**src/rtl/core/u8a_pkg.sv**
```systemverilog
// Package with the types, constants and transliteration table of the UTF-8 to ASCII block.
package u8a_pkg;

  localparam int QDEPTH = 4;
  localparam int QAW    = $clog2(QDEPTH);

  localparam logic [6:0] CHAR_UNKNOWN = 7'h3F;
  localparam logic [6:0] CHAR_NUL     = 7'h00;

  typedef struct packed {
    logic [7:0] in_byte;
    logic       string_end;
  } u8a_in_t;

  typedef struct packed {
    logic [6:0] out_char;
    logic       run_last;
    logic       string_done;
  } u8a_out_t;

  typedef struct packed {
    logic [1:0]      cnt;
    logic [2:0][6:0] chars;
  } u8a_xlat_t;

  typedef struct packed {
    u8a_xlat_t xl;
    logic      fin;
  } u8a_entry_t;

  function automatic u8a_xlat_t t0();
    u8a_xlat_t r;
    r = '0;
    return r;
  endfunction

  function automatic u8a_xlat_t t1(input logic [7:0] a);
    u8a_xlat_t r;
    r = '0;
    r.cnt = 2'd1;
    r.chars[0] = a[6:0];
    return r;
  endfunction

  function automatic u8a_xlat_t t2(input logic [7:0] a, input logic [7:0] b);
    u8a_xlat_t r;
    r = '0;
    r.cnt = 2'd2;
    r.chars[0] = a[6:0];
    r.chars[1] = b[6:0];
    return r;
  endfunction

  function automatic u8a_xlat_t t3(input logic [7:0] a, input logic [7:0] b,
                                   input logic [7:0] c);
    u8a_xlat_t r;
    r.cnt = 2'd3;
    r.chars[0] = a[6:0];
    r.chars[1] = b[6:0];
    r.chars[2] = c[6:0];
    return r;
  endfunction

  function automatic u8a_xlat_t xlat(input logic [20:0] cp);
    u8a_xlat_t r;
    r = t1({1'b0, CHAR_UNKNOWN});
    if (cp[20:16] == 5'd0) begin
      unique case (cp[15:0])
        16'h0104: r = t1("A");
        16'h0105: r = t1("a");
        16'h0106: r = t1("C");
        16'h0107: r = t1("c");
        16'h0118: r = t1("E");
        16'h0119: r = t1("e");
        16'h0141: r = t1("L");
        16'h0142: r = t1("l");
        16'h0143: r = t1("N");
        16'h0144: r = t1("n");
        16'h00D3: r = t1("O");
        16'h00F3: r = t1("o");
        16'h015A: r = t1("S");
        16'h015B: r = t1("s");
        16'h0179: r = t1("Z");
        16'h017A: r = t1("z");
        16'h017B: r = t1("Z");
        16'h017C: r = t1("z");
        16'h0410: r = t1("A");
        16'h0430: r = t1("a");
        16'h0411: r = t1("B");
        16'h0431: r = t1("b");
        16'h0412: r = t1("V");
        16'h0432: r = t1("v");
        16'h0413: r = t1("G");
        16'h0433: r = t1("g");
        16'h0414: r = t1("D");
        16'h0434: r = t1("d");
        16'h0415: r = t1("E");
        16'h0435: r = t1("e");
        16'h0401: r = t1("E");
        16'h0451: r = t1("e");
        16'h0416: r = t2("Z", "h");
        16'h0436: r = t2("z", "h");
        16'h0417: r = t1("Z");
        16'h0437: r = t1("z");
        16'h0418: r = t1("I");
        16'h0438: r = t1("i");
        16'h0419: r = t1("J");
        16'h0439: r = t1("j");
        16'h041A: r = t1("K");
        16'h043A: r = t1("k");
        16'h041B: r = t1("L");
        16'h043B: r = t1("l");
        16'h041C: r = t1("M");
        16'h043C: r = t1("m");
        16'h041D: r = t1("N");
        16'h043D: r = t1("n");
        16'h041E: r = t1("O");
        16'h043E: r = t1("o");
        16'h041F: r = t1("P");
        16'h043F: r = t1("p");
        16'h0420: r = t1("R");
        16'h0440: r = t1("r");
        16'h0421: r = t1("S");
        16'h0441: r = t1("s");
        16'h0422: r = t1("T");
        16'h0442: r = t1("t");
        16'h0423: r = t1("U");
        16'h0443: r = t1("u");
        16'h0424: r = t1("F");
        16'h0444: r = t1("f");
        16'h0425: r = t2("K", "h");
        16'h0445: r = t2("k", "h");
        16'h0426: r = t2("T", "s");
        16'h0446: r = t2("t", "s");
        16'h0427: r = t2("C", "h");
        16'h0447: r = t2("c", "h");
        16'h0428: r = t2("S", "h");
        16'h0448: r = t2("s", "h");
        16'h0429: r = t3("S", "c", "h");
        16'h0449: r = t3("s", "c", "h");
        16'h042A: r = t0();
        16'h044A: r = t0();
        16'h042B: r = t1("Y");
        16'h044B: r = t1("y");
        16'h042C: r = t0();
        16'h044C: r = t0();
        16'h042D: r = t1("E");
        16'h044D: r = t1("e");
        16'h042E: r = t2("Y", "u");
        16'h044E: r = t2("y", "u");
        16'h042F: r = t2("Y", "a");
        16'h044F: r = t2("y", "a");
        16'h0404: r = t2("Y", "e");
        16'h0454: r = t2("y", "e");
        16'h0406: r = t1("I");
        16'h0456: r = t1("i");
        16'h0407: r = t2("Y", "i");
        16'h0457: r = t2("y", "i");
        16'h0490: r = t1("G");
        16'h0491: r = t1("g");
        default:  r = t1({1'b0, CHAR_UNKNOWN});
      endcase
    end
    return r;
  endfunction

endpackage

```
**src/rtl/core/utf8_transliterate_to_ascii.sv**
```systemverilog
// Top level of the UTF-8 to ASCII transliterator.
// The block takes one UTF-8 byte per transfer and returns ASCII characters, one per output
// transfer. A byte is accepted in the cycle it arrives as long as the four-entry queue between
// the decoder and the serializer has room, so input bytes flow back to back. Each byte yields
// zero to three characters, and the serializer sends one character per cycle while out_ready
// is high, so the sustained rate is set by the output port. The first character of a byte is
// offered once its entry is written into the queue and then loaded into the serializer's
// current-entry register. run_last marks the last character caused by a byte, and string_done
// the final one of a string; a string that ends without a character sends a single NUL with
// both flags set.
module utf8_transliterate_to_ascii (
  input  logic              clk,
  input  logic              rst_n,
  input  logic              in_valid,
  output logic              in_ready,
  input  u8a_pkg::u8a_in_t  in_data,
  output logic              out_valid,
  input  logic              out_ready,
  output u8a_pkg::u8a_out_t out_data
);

  logic                push, pop, q_full, q_empty;
  u8a_pkg::u8a_entry_t push_data, pop_data;

  u8a_front u_front (
    .clk       (clk),
    .rst_n     (rst_n),
    .in_valid  (in_valid),
    .in_ready  (in_ready),
    .in_data   (in_data),
    .q_full    (q_full),
    .push      (push),
    .push_data (push_data)
  );

  u8a_queue u_queue (
    .clk       (clk),
    .rst_n     (rst_n),
    .push      (push),
    .push_data (push_data),
    .pop       (pop),
    .pop_data  (pop_data),
    .full      (q_full),
    .empty     (q_empty)
  );

  u8a_back u_back (
    .clk       (clk),
    .rst_n     (rst_n),
    .q_empty   (q_empty),
    .q_data    (pop_data),
    .pop       (pop),
    .out_valid (out_valid),
    .out_ready (out_ready),
    .out_data  (out_data)
  );

endmodule

```
**src/rtl/core/u8a_front.sv**
```systemverilog
// Front end: UTF-8 sequence decoder and code point transliteration.
module u8a_front (
  input  logic                clk,
  input  logic                rst_n,
  input  logic                in_valid,
  output logic                in_ready,
  input  u8a_pkg::u8a_in_t    in_data,
  input  logic                q_full,
  output logic                push,
  output u8a_pkg::u8a_entry_t push_data
);

  logic [1:0]  pend_r, pend_nxt;
  logic [20:0] acc_r, acc_nxt;
  logic [1:0]  pend_dec;
  logic [20:0] acc_dec;
  logic        lookup;
  logic        accept;
  logic [7:0]  b;
  logic        fin;
  u8a_pkg::u8a_xlat_t xl;
  u8a_pkg::u8a_xlat_t res;

  assign in_ready = !q_full;
  assign accept   = in_valid && in_ready;
  assign b        = in_data.in_byte;
  assign fin      = in_data.string_end;

  always_comb begin
    pend_dec = pend_r;
    acc_dec  = acc_r;
    lookup   = 1'b0;
    res      = u8a_pkg::t0();
    if (pend_r == 2'd0) begin
      if (!b[7]) begin
        res = u8a_pkg::t1(b);
      end else if (b[7:5] == 3'b110) begin
        acc_dec  = {16'd0, b[4:0]};
        pend_dec = 2'd1;
      end else if (b[7:4] == 4'b1110) begin
        acc_dec  = {17'd0, b[3:0]};
        pend_dec = 2'd2;
      end else if (b[7:3] == 5'b11110) begin
        acc_dec  = {18'd0, b[2:0]};
        pend_dec = 2'd3;
      end
      lookup = (pend_dec != 2'd0) && fin;
    end else begin
      acc_dec  = {acc_r[14:0], b[5:0]};
      pend_dec = pend_r - 2'd1;
      lookup   = (pend_dec == 2'd0) || fin;
    end
    xl       = u8a_pkg::xlat(acc_dec);
    pend_nxt = pend_dec;
    acc_nxt  = acc_dec;
    if (lookup || fin) begin
      pend_nxt = 2'd0;
      acc_nxt  = '0;
    end
    if (lookup) begin
      res = xl;
    end
    if (fin && res.cnt == 2'd0) begin
      res = u8a_pkg::t1({1'b0, u8a_pkg::CHAR_NUL});
    end
    push_data.xl  = res;
    push_data.fin = fin;
    push          = accept && (res.cnt != 2'd0);
  end

  always_ff @(posedge clk) begin
    if (!rst_n) begin
      pend_r <= '0;
      acc_r  <= '0;
    end else if (accept) begin
      pend_r <= pend_nxt;
      acc_r  <= acc_nxt;
    end
  end

endmodule

```
**src/rtl/core/u8a_queue.sv**
```systemverilog
// Short queue of transliterated entries between the decoder and the serializer.
module u8a_queue (
  input  logic                clk,
  input  logic                rst_n,
  input  logic                push,
  input  u8a_pkg::u8a_entry_t push_data,
  input  logic                pop,
  output u8a_pkg::u8a_entry_t pop_data,
  output logic                full,
  output logic                empty
);

  u8a_pkg::u8a_entry_t   mem_r [u8a_pkg::QDEPTH];
  logic [u8a_pkg::QAW-1:0] wp_r, rp_r;
  logic [u8a_pkg::QAW:0]   cnt_r;

  assign full     = (cnt_r == (u8a_pkg::QAW+1)'(u8a_pkg::QDEPTH));
  assign empty    = (cnt_r == '0);
  assign pop_data = mem_r[rp_r];

  always_ff @(posedge clk) begin
    if (push) begin
      mem_r[wp_r] <= push_data;
    end
  end

  always_ff @(posedge clk) begin
    if (!rst_n) begin
      wp_r  <= '0;
      rp_r  <= '0;
      cnt_r <= '0;
    end else begin
      if (push) begin
        wp_r <= wp_r + 1'b1;
      end
      if (pop) begin
        rp_r <= rp_r + 1'b1;
      end
      cnt_r <= cnt_r + (u8a_pkg::QAW+1)'(push) - (u8a_pkg::QAW+1)'(pop);
    end
  end

  a_no_overflow: assert property (@(posedge clk) disable iff (!rst_n) !(push && full))
    else $error("queue written while full");
  a_no_underflow: assert property (@(posedge clk) disable iff (!rst_n) !(pop && empty))
    else $error("queue read while empty");
  a_count_range: assert property (@(posedge clk) disable iff (!rst_n)
    cnt_r <= (u8a_pkg::QAW+1)'(u8a_pkg::QDEPTH))
    else $error("queue count out of range");

endmodule

```
**src/rtl/core/u8a_back.sv**
```systemverilog
// Back end: serializes each queued entry into single ASCII characters.
module u8a_back (
  input  logic                clk,
  input  logic                rst_n,
  input  logic                q_empty,
  input  u8a_pkg::u8a_entry_t q_data,
  output logic                pop,
  output logic                out_valid,
  input  logic                out_ready,
  output u8a_pkg::u8a_out_t   out_data
);

  logic                cur_valid_r, cur_valid_nxt;
  u8a_pkg::u8a_entry_t cur_r, cur_nxt;
  logic [1:0]          idx_r, idx_nxt;
  logic                last;
  logic                xfer;
  logic [6:0]          ch;

  assign last = (idx_r == cur_r.xl.cnt - 2'd1);
  assign xfer = out_valid && out_ready;

  always_comb begin
    case (idx_r)
      2'd0:    ch = cur_r.xl.chars[0];
      2'd1:    ch = cur_r.xl.chars[1];
      default: ch = cur_r.xl.chars[2];
    endcase
  end

  assign out_valid            = cur_valid_r;
  assign out_data.out_char    = ch;
  assign out_data.run_last    = last;
  assign out_data.string_done = last && cur_r.fin;

  always_comb begin
    pop           = !q_empty && (!cur_valid_r || (xfer && last));
    cur_valid_nxt = cur_valid_r;
    cur_nxt       = cur_r;
    idx_nxt       = idx_r;
    if (pop) begin
      cur_valid_nxt = 1'b1;
      cur_nxt       = q_data;
      idx_nxt       = 2'd0;
    end else if (xfer) begin
      if (last) begin
        cur_valid_nxt = 1'b0;
      end else begin
        idx_nxt = idx_r + 2'd1;
      end
    end
  end

  always_ff @(posedge clk) begin
    if (!rst_n) begin
      cur_valid_r <= 1'b0;
      idx_r       <= '0;
    end else begin
      cur_valid_r <= cur_valid_nxt;
      idx_r       <= idx_nxt;
    end
  end

  always_ff @(posedge clk) begin
    cur_r <= cur_nxt;
  end

  a_idx_in_range: assert property (@(posedge clk) disable iff (!rst_n)
    cur_valid_r |-> (idx_r < cur_r.xl.cnt))
    else $error("character index beyond entry length");
  a_hold_on_stall: assert property (@(posedge clk) disable iff (!rst_n)
    (out_valid && !out_ready) |=> (out_valid && $stable(idx_r)))
    else $error("serializer advanced without a transfer");

endmodule
```
**config.mk**
```make
export PLATFORM = sky130hd
export DESIGN_NAME = utf8_transliterate_to_ascii
export DESIGN_NICKNAME = d
export VERILOG_FILES = /design/src/rtl/core/u8a_pkg.sv /design/src/rtl/core/utf8_transliterate_to_ascii.sv /design/src/rtl/core/u8a_front.sv /design/src/rtl/core/u8a_queue.sv /design/src/rtl/core/u8a_back.sv
export SDC_FILE = /design/constraint.sdc
export NUM_CORES = 1
export LEC_CHECK = 0
export BUFFER_PORTS_ARGS = -buffer_cell sky130_fd_sc_hd__buf_2
export CAP_MARGIN = 15
export CORE_AREA = 4 4 158 160
export CTS_CLUSTER_DIAMETER = 30
export DETAILED_ROUTE_END_ITERATION = 10
export DIE_AREA = 0 0 162 164
export GPL_TIMING_DRIVEN = 0
export PLACE_DENSITY = 0.45
export RECOVER_POWER = 100
export SLEW_MARGIN = 20
export SYNTH_ARGS = -nofsm -noshare
export SYNTH_HDL_FRONTEND = slang
export SYNTH_SLANG_ARGS = --single-unit
```
**constraint.sdc**
```tcl
create_clock -name clk -period 4.4 [get_ports clk]
set_clock_uncertainty 0.2 [all_clocks]
set_input_delay 0 -clock clk [delete_from_list [all_inputs] [get_ports clk]]
set_output_delay 0 -clock clk [all_outputs]
set_load 0.02 [all_outputs]
```
Word-level counts from Yosys, hierarchy flattened

Memory sizes are Yosys's and may differ from the RTL's. A register that Yosys moved wholly into a read port is not among the register bits.
Index checks and enable logic that the tools add are counted.

$add $sub $neg: 7
Eq/ne operators: 98
Mux-type cells: 26
Bitwise operators: 2
Reduce and logical (&&, ||, !) cells: 46

Operators with widths:

| kind                   | number |
|---|---|
| $pmux W23 S65          | 1 |
| $eq A16 B11 Y1 const B | 74 |
| $eq A16 B9 Y1 const B  | 16 |
| $mux W21               | 6 |
| $mux W23               | 4 |
| $eq A16 B8 Y1 const B  | 2 |
| $reduce_or A2 Y1       | 15 |
| $mux W22               | 1 |
| $mux W2                | 7 |
| $pmux W7 S2            | 1 |
| $reduce_or A4 Y1       | 3 |
| $logic_and A1 B1 Y1    | 8 |
| $logic_not A2 Y1       | 4 |
| $reduce_bool A2 Y1     | 4 |
| $add A2 B1 Y2 const B  | 3 |
| $eq A3 B3 Y1 const B   | 2 |
| $mux W1                | 6 |
| $reduce_or A3 Y1       | 2 |
| $eq A5 B5 Y1 const B   | 1 |
| $logic_not A5 Y1       | 1 |
| $eq A4 B4 Y1 const B   | 1 |
| $reduce_and A2 Y1      | 2 |
| $sub A2 B1 Y2 const B  | 2 |
| $add A3 B1 Y3          | 1 |
| other kinds (7)        | 12 |

Register bits after elaboration: 33
Bits in writable memories: 96
Input bits: 13
Output and inout port bits: 11
Memories kept: 1

Memories:

| memory        | words | width | rd ports | clocked after Yosys merged registers in | wr ports | RTL line        | text |
|---|---|---|---|---|---|---|---|
| u_queue.mem_r | 4     | 24    | 1        | 1                                       | 1        | u8a_queue.sv:13 | `u8a_pkg::u8a_entry_t mem_r [u8a_pkg::QDEPTH];` |

Longest topological paths before layout

Depth in word-level cells: 18
Gate-level depth with buffers: 18
Depth with buffers taken out: 14

Modules after synthesis

From an unflattened synthesis, not the netlist that was laid out.

Cell total of the unflattened synthesis: 808
Area, all modules: 8872.3 µm²

By module, submodules not included:

| module    | times used | cells each | area each (µm²) | sequential area each (µm²) |
|---|---|---|---|---|
| u8a_queue | 1          | 169        | 3946.3          | 3062.9 |
| u8a_front | 1          | 560        | 3831.2          | 460.4 |
| u8a_back  | 1          | 79         | 1094.8          | 780.7 |

Worst setup path before layout

Ideal clock, no wire load.

Path kind: reg-to-reg
Start point: register u_front.acc_r[6]
End point: register u_queue.cnt_r[2] (netlist name)
Data arrival time: 3.426 ns
Data required time: 4.085 ns
Slack: 0.659 ns
Stages on the path, launching flop included: 18
Buffers on the path: 3
Cells stage by stage: dfxtp_1 -> buf_6 -> or2_1 -> buf_1 -> o32ai_1 -> a21oi_2 -> a2111o_1 -> a21oi_2 -> nor3_1 -> a21oi_1 -> o41a_1 -> buf_2 -> ha_1 -> inv_1 -> fa_1 -> xnor2_1 -> xnor2_1 -> and2_1

Longest elaborated chain between the ends: 17
Elaborated cells on any way between the ends: 126
Those cells by class: add/sub (2); eq/ne (92); mux (9); reduce/logical (23)

RTL lines:

| element                                                  | RTL line                          | text |
|---|---|---|
| start, declared                                          | u8a_front.sv:14                   | `logic [20:0] acc_r, acc_nxt;` |
| start signal, assigned                                   | u8a_front.sv:77                   | `acc_r <= acc_nxt;` |
| $mux W21                                                 | u8a_front.sv:43                   | `end else if (b[7:3] == 5'b11110) begin` |
| $mux W21                                                 | u8a_front.sv:40                   | `end else if (b[7:4] == 4'b1110) begin` |
| $mux W21                                                 | u8a_front.sv:37                   | `end else if (b[7:5] == 3'b110) begin` |
| $mux W21                                                 | u8a_front.sv:35                   | `if (!b[7]) begin` |
| $mux W21 *                                               | u8a_front.sv:34                   | `if (pend_r == 2'd0) begin` |
| $eq A16 B9 Y1, or another cell as far along              | u8a_pkg.sv:68                     | `unique case (cp[15:0])` |
| $reduce_or A4 Y1 (no line), or another cell as far along | --                                |  |
| $pmux W23 S65 *                                          | u8a_pkg.sv:68                     |  |
| [... 2 more ...]                                         | --                                |  |
| $logic_not A2 Y1                                         | u8a_front.sv:63                   | `if (fin && res.cnt == 2'd0) begin` |
| $logic_and A1 B1 Y1                                      | u8a_front.sv:63                   |  |
| $mux W23 *                                               | u8a_front.sv:63                   |  |
| $reduce_bool A2 Y1 *                                     | u8a_front.sv:68                   | `push = accept && (res.cnt != 2'd0);` |
| $logic_and A1 B1 Y1 *                                    | u8a_front.sv:68                   |  |
| via push                                                 | utf8_transliterate_to_ascii.sv:22 | `logic push, pop, q_full, q_empty;` |
| $add A3 B1 Y3 *                                          | u8a_queue.sv:39                   | `cnt_r <= cnt_r + (u8a_pkg::QAW+1)'(push) - (u8a_pkg::QAW+1)'(pop);` |
| $sub A3 B1 Y3 *                                          | u8a_queue.sv:39                   |  |
| end signal, assigned                                     | u8a_queue.sv:39                   |  |
| end, declared                                            | u8a_queue.sv:15                   | `logic [u8a_pkg::QAW:0] cnt_r;` |

The timed path passes the listed nets; every way through them passes the cells marked *.
A chain may end at the register's enable or synchronous reset.

Final worst setup path

Start point: register u_front.pend_r[0]
End point: register u_queue.cnt_r[2] (netlist name)

Longest elaborated chain between the ends: 16
Elaborated cells on any way between the ends: 136
Those cells by class: add/sub (3); eq/ne (92); mux (12); reduce/logical (29)

RTL lines:

| element                                               | RTL line                          | text |
|---|---|---|
| start, declared                                       | u8a_front.sv:13                   | `logic [1:0] pend_r, pend_nxt;` |
| start signal, assigned                                | u8a_front.sv:76                   | `pend_r <= pend_nxt;` |
| branches (longest 8 deep; another with $pmux W23 S65) | --                                |  |
| $mux W23 *                                            | u8a_front.sv:60                   | `if (lookup) begin` |
| $logic_not A2 Y1                                      | u8a_front.sv:63                   |  |
| $logic_and A1 B1 Y1                                   | u8a_front.sv:63                   |  |
| $mux W23 *                                            | u8a_front.sv:63                   |  |
| $reduce_bool A2 Y1 *                                  | u8a_front.sv:68                   |  |
| $logic_and A1 B1 Y1 *                                 | u8a_front.sv:68                   |  |
| via push                                              | utf8_transliterate_to_ascii.sv:22 |  |
| $add A3 B1 Y3 *                                       | u8a_queue.sv:39                   |  |
| $sub A3 B1 Y3 *                                       | u8a_queue.sv:39                   |  |

Mark *: on every way through the listed nets, which the timed path passes. The select of a mux whose other input is x is not followed.

==> qor.yml <==
finish:
  nets: 740
  antenna_cells: 0
  multi_input_area_um2: 3730
  fillCellCount: 2403
  final_util_pct: 35.8
  area_growth_pct: 19.9
  regArea_um2: 3060
  drive_above_1_share_pct: 20.0
synthesis:
  synth_cells: 662
  yosys-top-cells-area: "edfxtp_1, dfxtp_1, mux4_2"
  synthArstFlopShare_pct: 0
  syn_area_um2: 6990
  yosysTopAreaCellShare_pct: 34.4
  yosys_warnings: 0
  synth-edff-count: 80
  synthTopCellsByCount: "edfxtp_1, nand2_1, nor2_1"
  synth-seq-cells: 113
  yosysTopAreaCell: "edfxtp_1"
  synth-main-ff-cell: "edfxtp_1"
  synth_most_common_cell: "edfxtp_1"
  ys_types: 95
  synth-seq-area-share_pct: 43.8
  avgSynthCellArea_um2: 10.6
  syn_nets: 684
critical_path:
  regToRegStartpoint: "u_front.pend_r[0]"
  crit_path_cell_trace: "or2_4, buf_6, a211o_1, a22oi_2, nand2_2, a211oi_2, nor4b_1, o21a_1, o41a_1, buf_2, ha_1, inv_1, fa_1, xnor2_1, xnor2_1, and2_1"
  worstPathRequired_ns: 4.51
  ff2ff_path_depth: 16
  startpoint_type: "register"
  r2r_slack_ns: 0.13
  cp_max_fo: 10
  crit_start: "u_front.pend_r[0]"
  r2r_end: "u_queue.cnt_r[2]"
  path_delay_family: "compound AO/OA/AOI/OAI gates"
  cp-endpoint: "u_queue.cnt_r[2]"
  crit_type: "register to register"
  slowest_delay_ns: 0.45
  crit_arrival_ns: 4.37
  crit_slowest_cell: "a22oi_2"
  cp.depth: 16
  crit_top_cell: "xnor2_1"
  critPathBufInv: 3
  critPathCaptureType: "register"
sta:
  setup_violations: 0
  worstMarginPinSlew_ns: 0.959
  hold_viol: 0
  hold_ws_ns: 0.0452
  fin_ws_ns: 0.132
  fin_crit_ns: 4.27
  tns_ns: 0
  slew_headroom_pct: 35.4
  finalCritPeriodShare_pct: 97.0
  fmax_ghz: 0.234
  slew_violations: 0
placement:
  place_ws_ns: -0.537
  dp.final_hpwl_mm: 17.6
  io_buffers: 21
  gp_congestion: 0.927
routing:
  ant_nets: 0
  viasPerCell: 5.84
  dr.pass1.iters: 5
  dr_total_vias: 6130
  drcViolationCount: 0
  finalWirelength_mm: 23.8
  wire_per_inst_um: 22.7
  first_iter_violations: 640
clock_tree:
  cts-root-buf: "clkbuf_16"
  numCtsBuffers: 17
  cts_tree: "done"
  clkLatencyLatePin_ns: 0.41
  cts.sinks: 113
  clkTransAtPathRegs_ns: 0.06
  clk_path_buf_depth: 2
  h-tree-depth: 4
grt:
  antenna_found_initial: 1
  grt_pass1_vias: 5858
  grt.overflow.total: 0
  grt_pass1_wl_mm: 36.3
  track_usage_pct: 18.2
  grt_max_degree: 17
floorplanning:
  rows: 56
  io_pins: 24
  die_area_um2: 26600
  die_width_um: 162
  initial_utilization_pct: 29.8
  die_h_um: 164
  core-area_um2: 23400
pwr:
  power_density_nw_per_um2: 453
  p_total_uw: 3800
  ir_worst_vdd_mv: 0.212
  leakagePower_uw: 0.00274
run_status:
  status: "finished, final reports clean"
job:
  drv_cap: 0
min_path:
  hold_path.class: "input pin to register"
-- cell usage in the layout, fill, tap and decap left out, types with 5 or more instances in the layout --
master,netlist,routed
a211oi_1,11,9
a21o_1,7,7
a21oi_1,26,24
a21oi_2,4,5
a22o_1,6,6
a22oi_1,27,26
and2_1,17,14
buf_2,12,19
buf_4,6,14
buf_6,7,8
bufinv_16,0,5
clkbuf_1,18,30
clkbuf_16,0,17
dfxtp_1,33,33
dlygate4sd3_1,0,6
edfxtp_1,80,80
ha_1,8,8
inv_1,10,10
mux2i_1,6,6
mux4_2,16,16
nand2_1,59,57
nand2b_1,5,5
nand3_1,25,25
nand4_1,9,9
nor2_1,36,36
nor2b_1,31,31
nor3_1,20,19
nor4_1,11,8
o211ai_1,10,10
o21a_1,5,5
o21ai_0,19,18
o22ai_1,6,6
o32ai_1,7,6
or4_1,6,6
xnor2_1,5,5
-- flip-flops by register name, indices dropped and copies added (netlist names) --
name,cells
u_back.cur_r,16
u_back.idx_r,2
u_back.out_valid,1
u_front.acc_r,21
u_front.pend_r,2
u_queue.cnt_r,3
u_queue.mem_r,64
u_queue.rp_r,2
u_queue.wp_r,2
-- metal layers --
| layer | share of wire, % | global-route usage, % | vias up |
|---|---|---|---|
| met5 | 0.084 | 0 | - |
| met4 | 3.6 | 7.19 | 2 |
| met3 | 7.3 | 4.62 | 71 |
| met2 | 46 | 28.5 | 301 |
| met1 | 43 | 24.2 | 3032 |
| li1 | - | - | 2724 |
-- worst min path at each step --
stage / from / endpoint / slack [ns] / cells past startpoint
CTS: in_data[2] / u_queue.mem_r[0][2] / 0.02 / 3
floorplan: in_data[0] / u_queue.mem_r[0][0] / -0.10 / 0
detailed placement: rst_n / u_queue.wp_r[1] / 0.16 / 3
global placement: out_ready / u_back.out_valid / 0.13 / 4
finish: in_data[2] / u_queue.mem_r[2][2] / 0.05 / 3
global route: in_data[2] / u_queue.mem_r[3][2] / 0.09 / 3
-- cell type report --
class,count,share of cell area [%]
plain buffers,47,3.29
clock buffers,19,5.17
clock inverters,13,2.51
inverters,10,0.448
multi-input cells,492,44.6
flip-flops and latches,113,36.6
well taps,319,4.77
repair buffers,37,2.66
-- what timing repair did --
action	4_1_cts	5_1_grt
hold buffers	6	0
endpoints found under the setup margin	74	74
buffers inserted	7	2
gates resized for setup	8	20
endpoints found under the hold margin	31	0
pin swaps	3	3
-- worst register-to-register path, cell delays in order, from the launching register on --
cell	delay, ns
dfxtp_1	0.37
or2_4	0.28
buf_6	0.16
a211o_1	0.28
a22oi_2	0.45
nand2_2	0.25
a211oi_2	0.44
nor4b_1	0.11
o21a_1	0.24
o41a_1	0.40
buf_2	0.17
ha_1	0.20
inv_1	0.07
fa_1	0.18
xnor2_1	0.14
xnor2_1	0.09
and2_1	0.15
-- where the power goes --
| part | leakage (uW) | internal, uW | switching, uW | total (uW) |
|---|---|---|---|---|
| logic | 0.00147 | 340 | 561 | 902 |
| registers | 0.000976 | 1350 | 56.7 | 1400 |
| clock network | 0.000297 | 1000 | 489 | 1490 |
-- cell families after synthesis --
logic type               synth area share [%]
buffers and inverters                    4.35
adder cells (fa/ha/maj)                  1.72
multiplexers                             6.02
AND/OR/NAND/NOR                          19.6
XOR/XNOR                                0.878
flip-flops                               43.8
AO/OA/AOI/OAI                            23.6
-- metrics by stage --
step | cells | area [um2]
2_1_floorplan | 662 | 6990
3_3_place_gp | 1002 | 7490
3_5_place_dp | 1003 | 7500
4_1_cts | 1048 | 8290
5_1_grt | 1050 | 8380
6_report | 1050 | 8380
(Power assumes the default switching activity.)
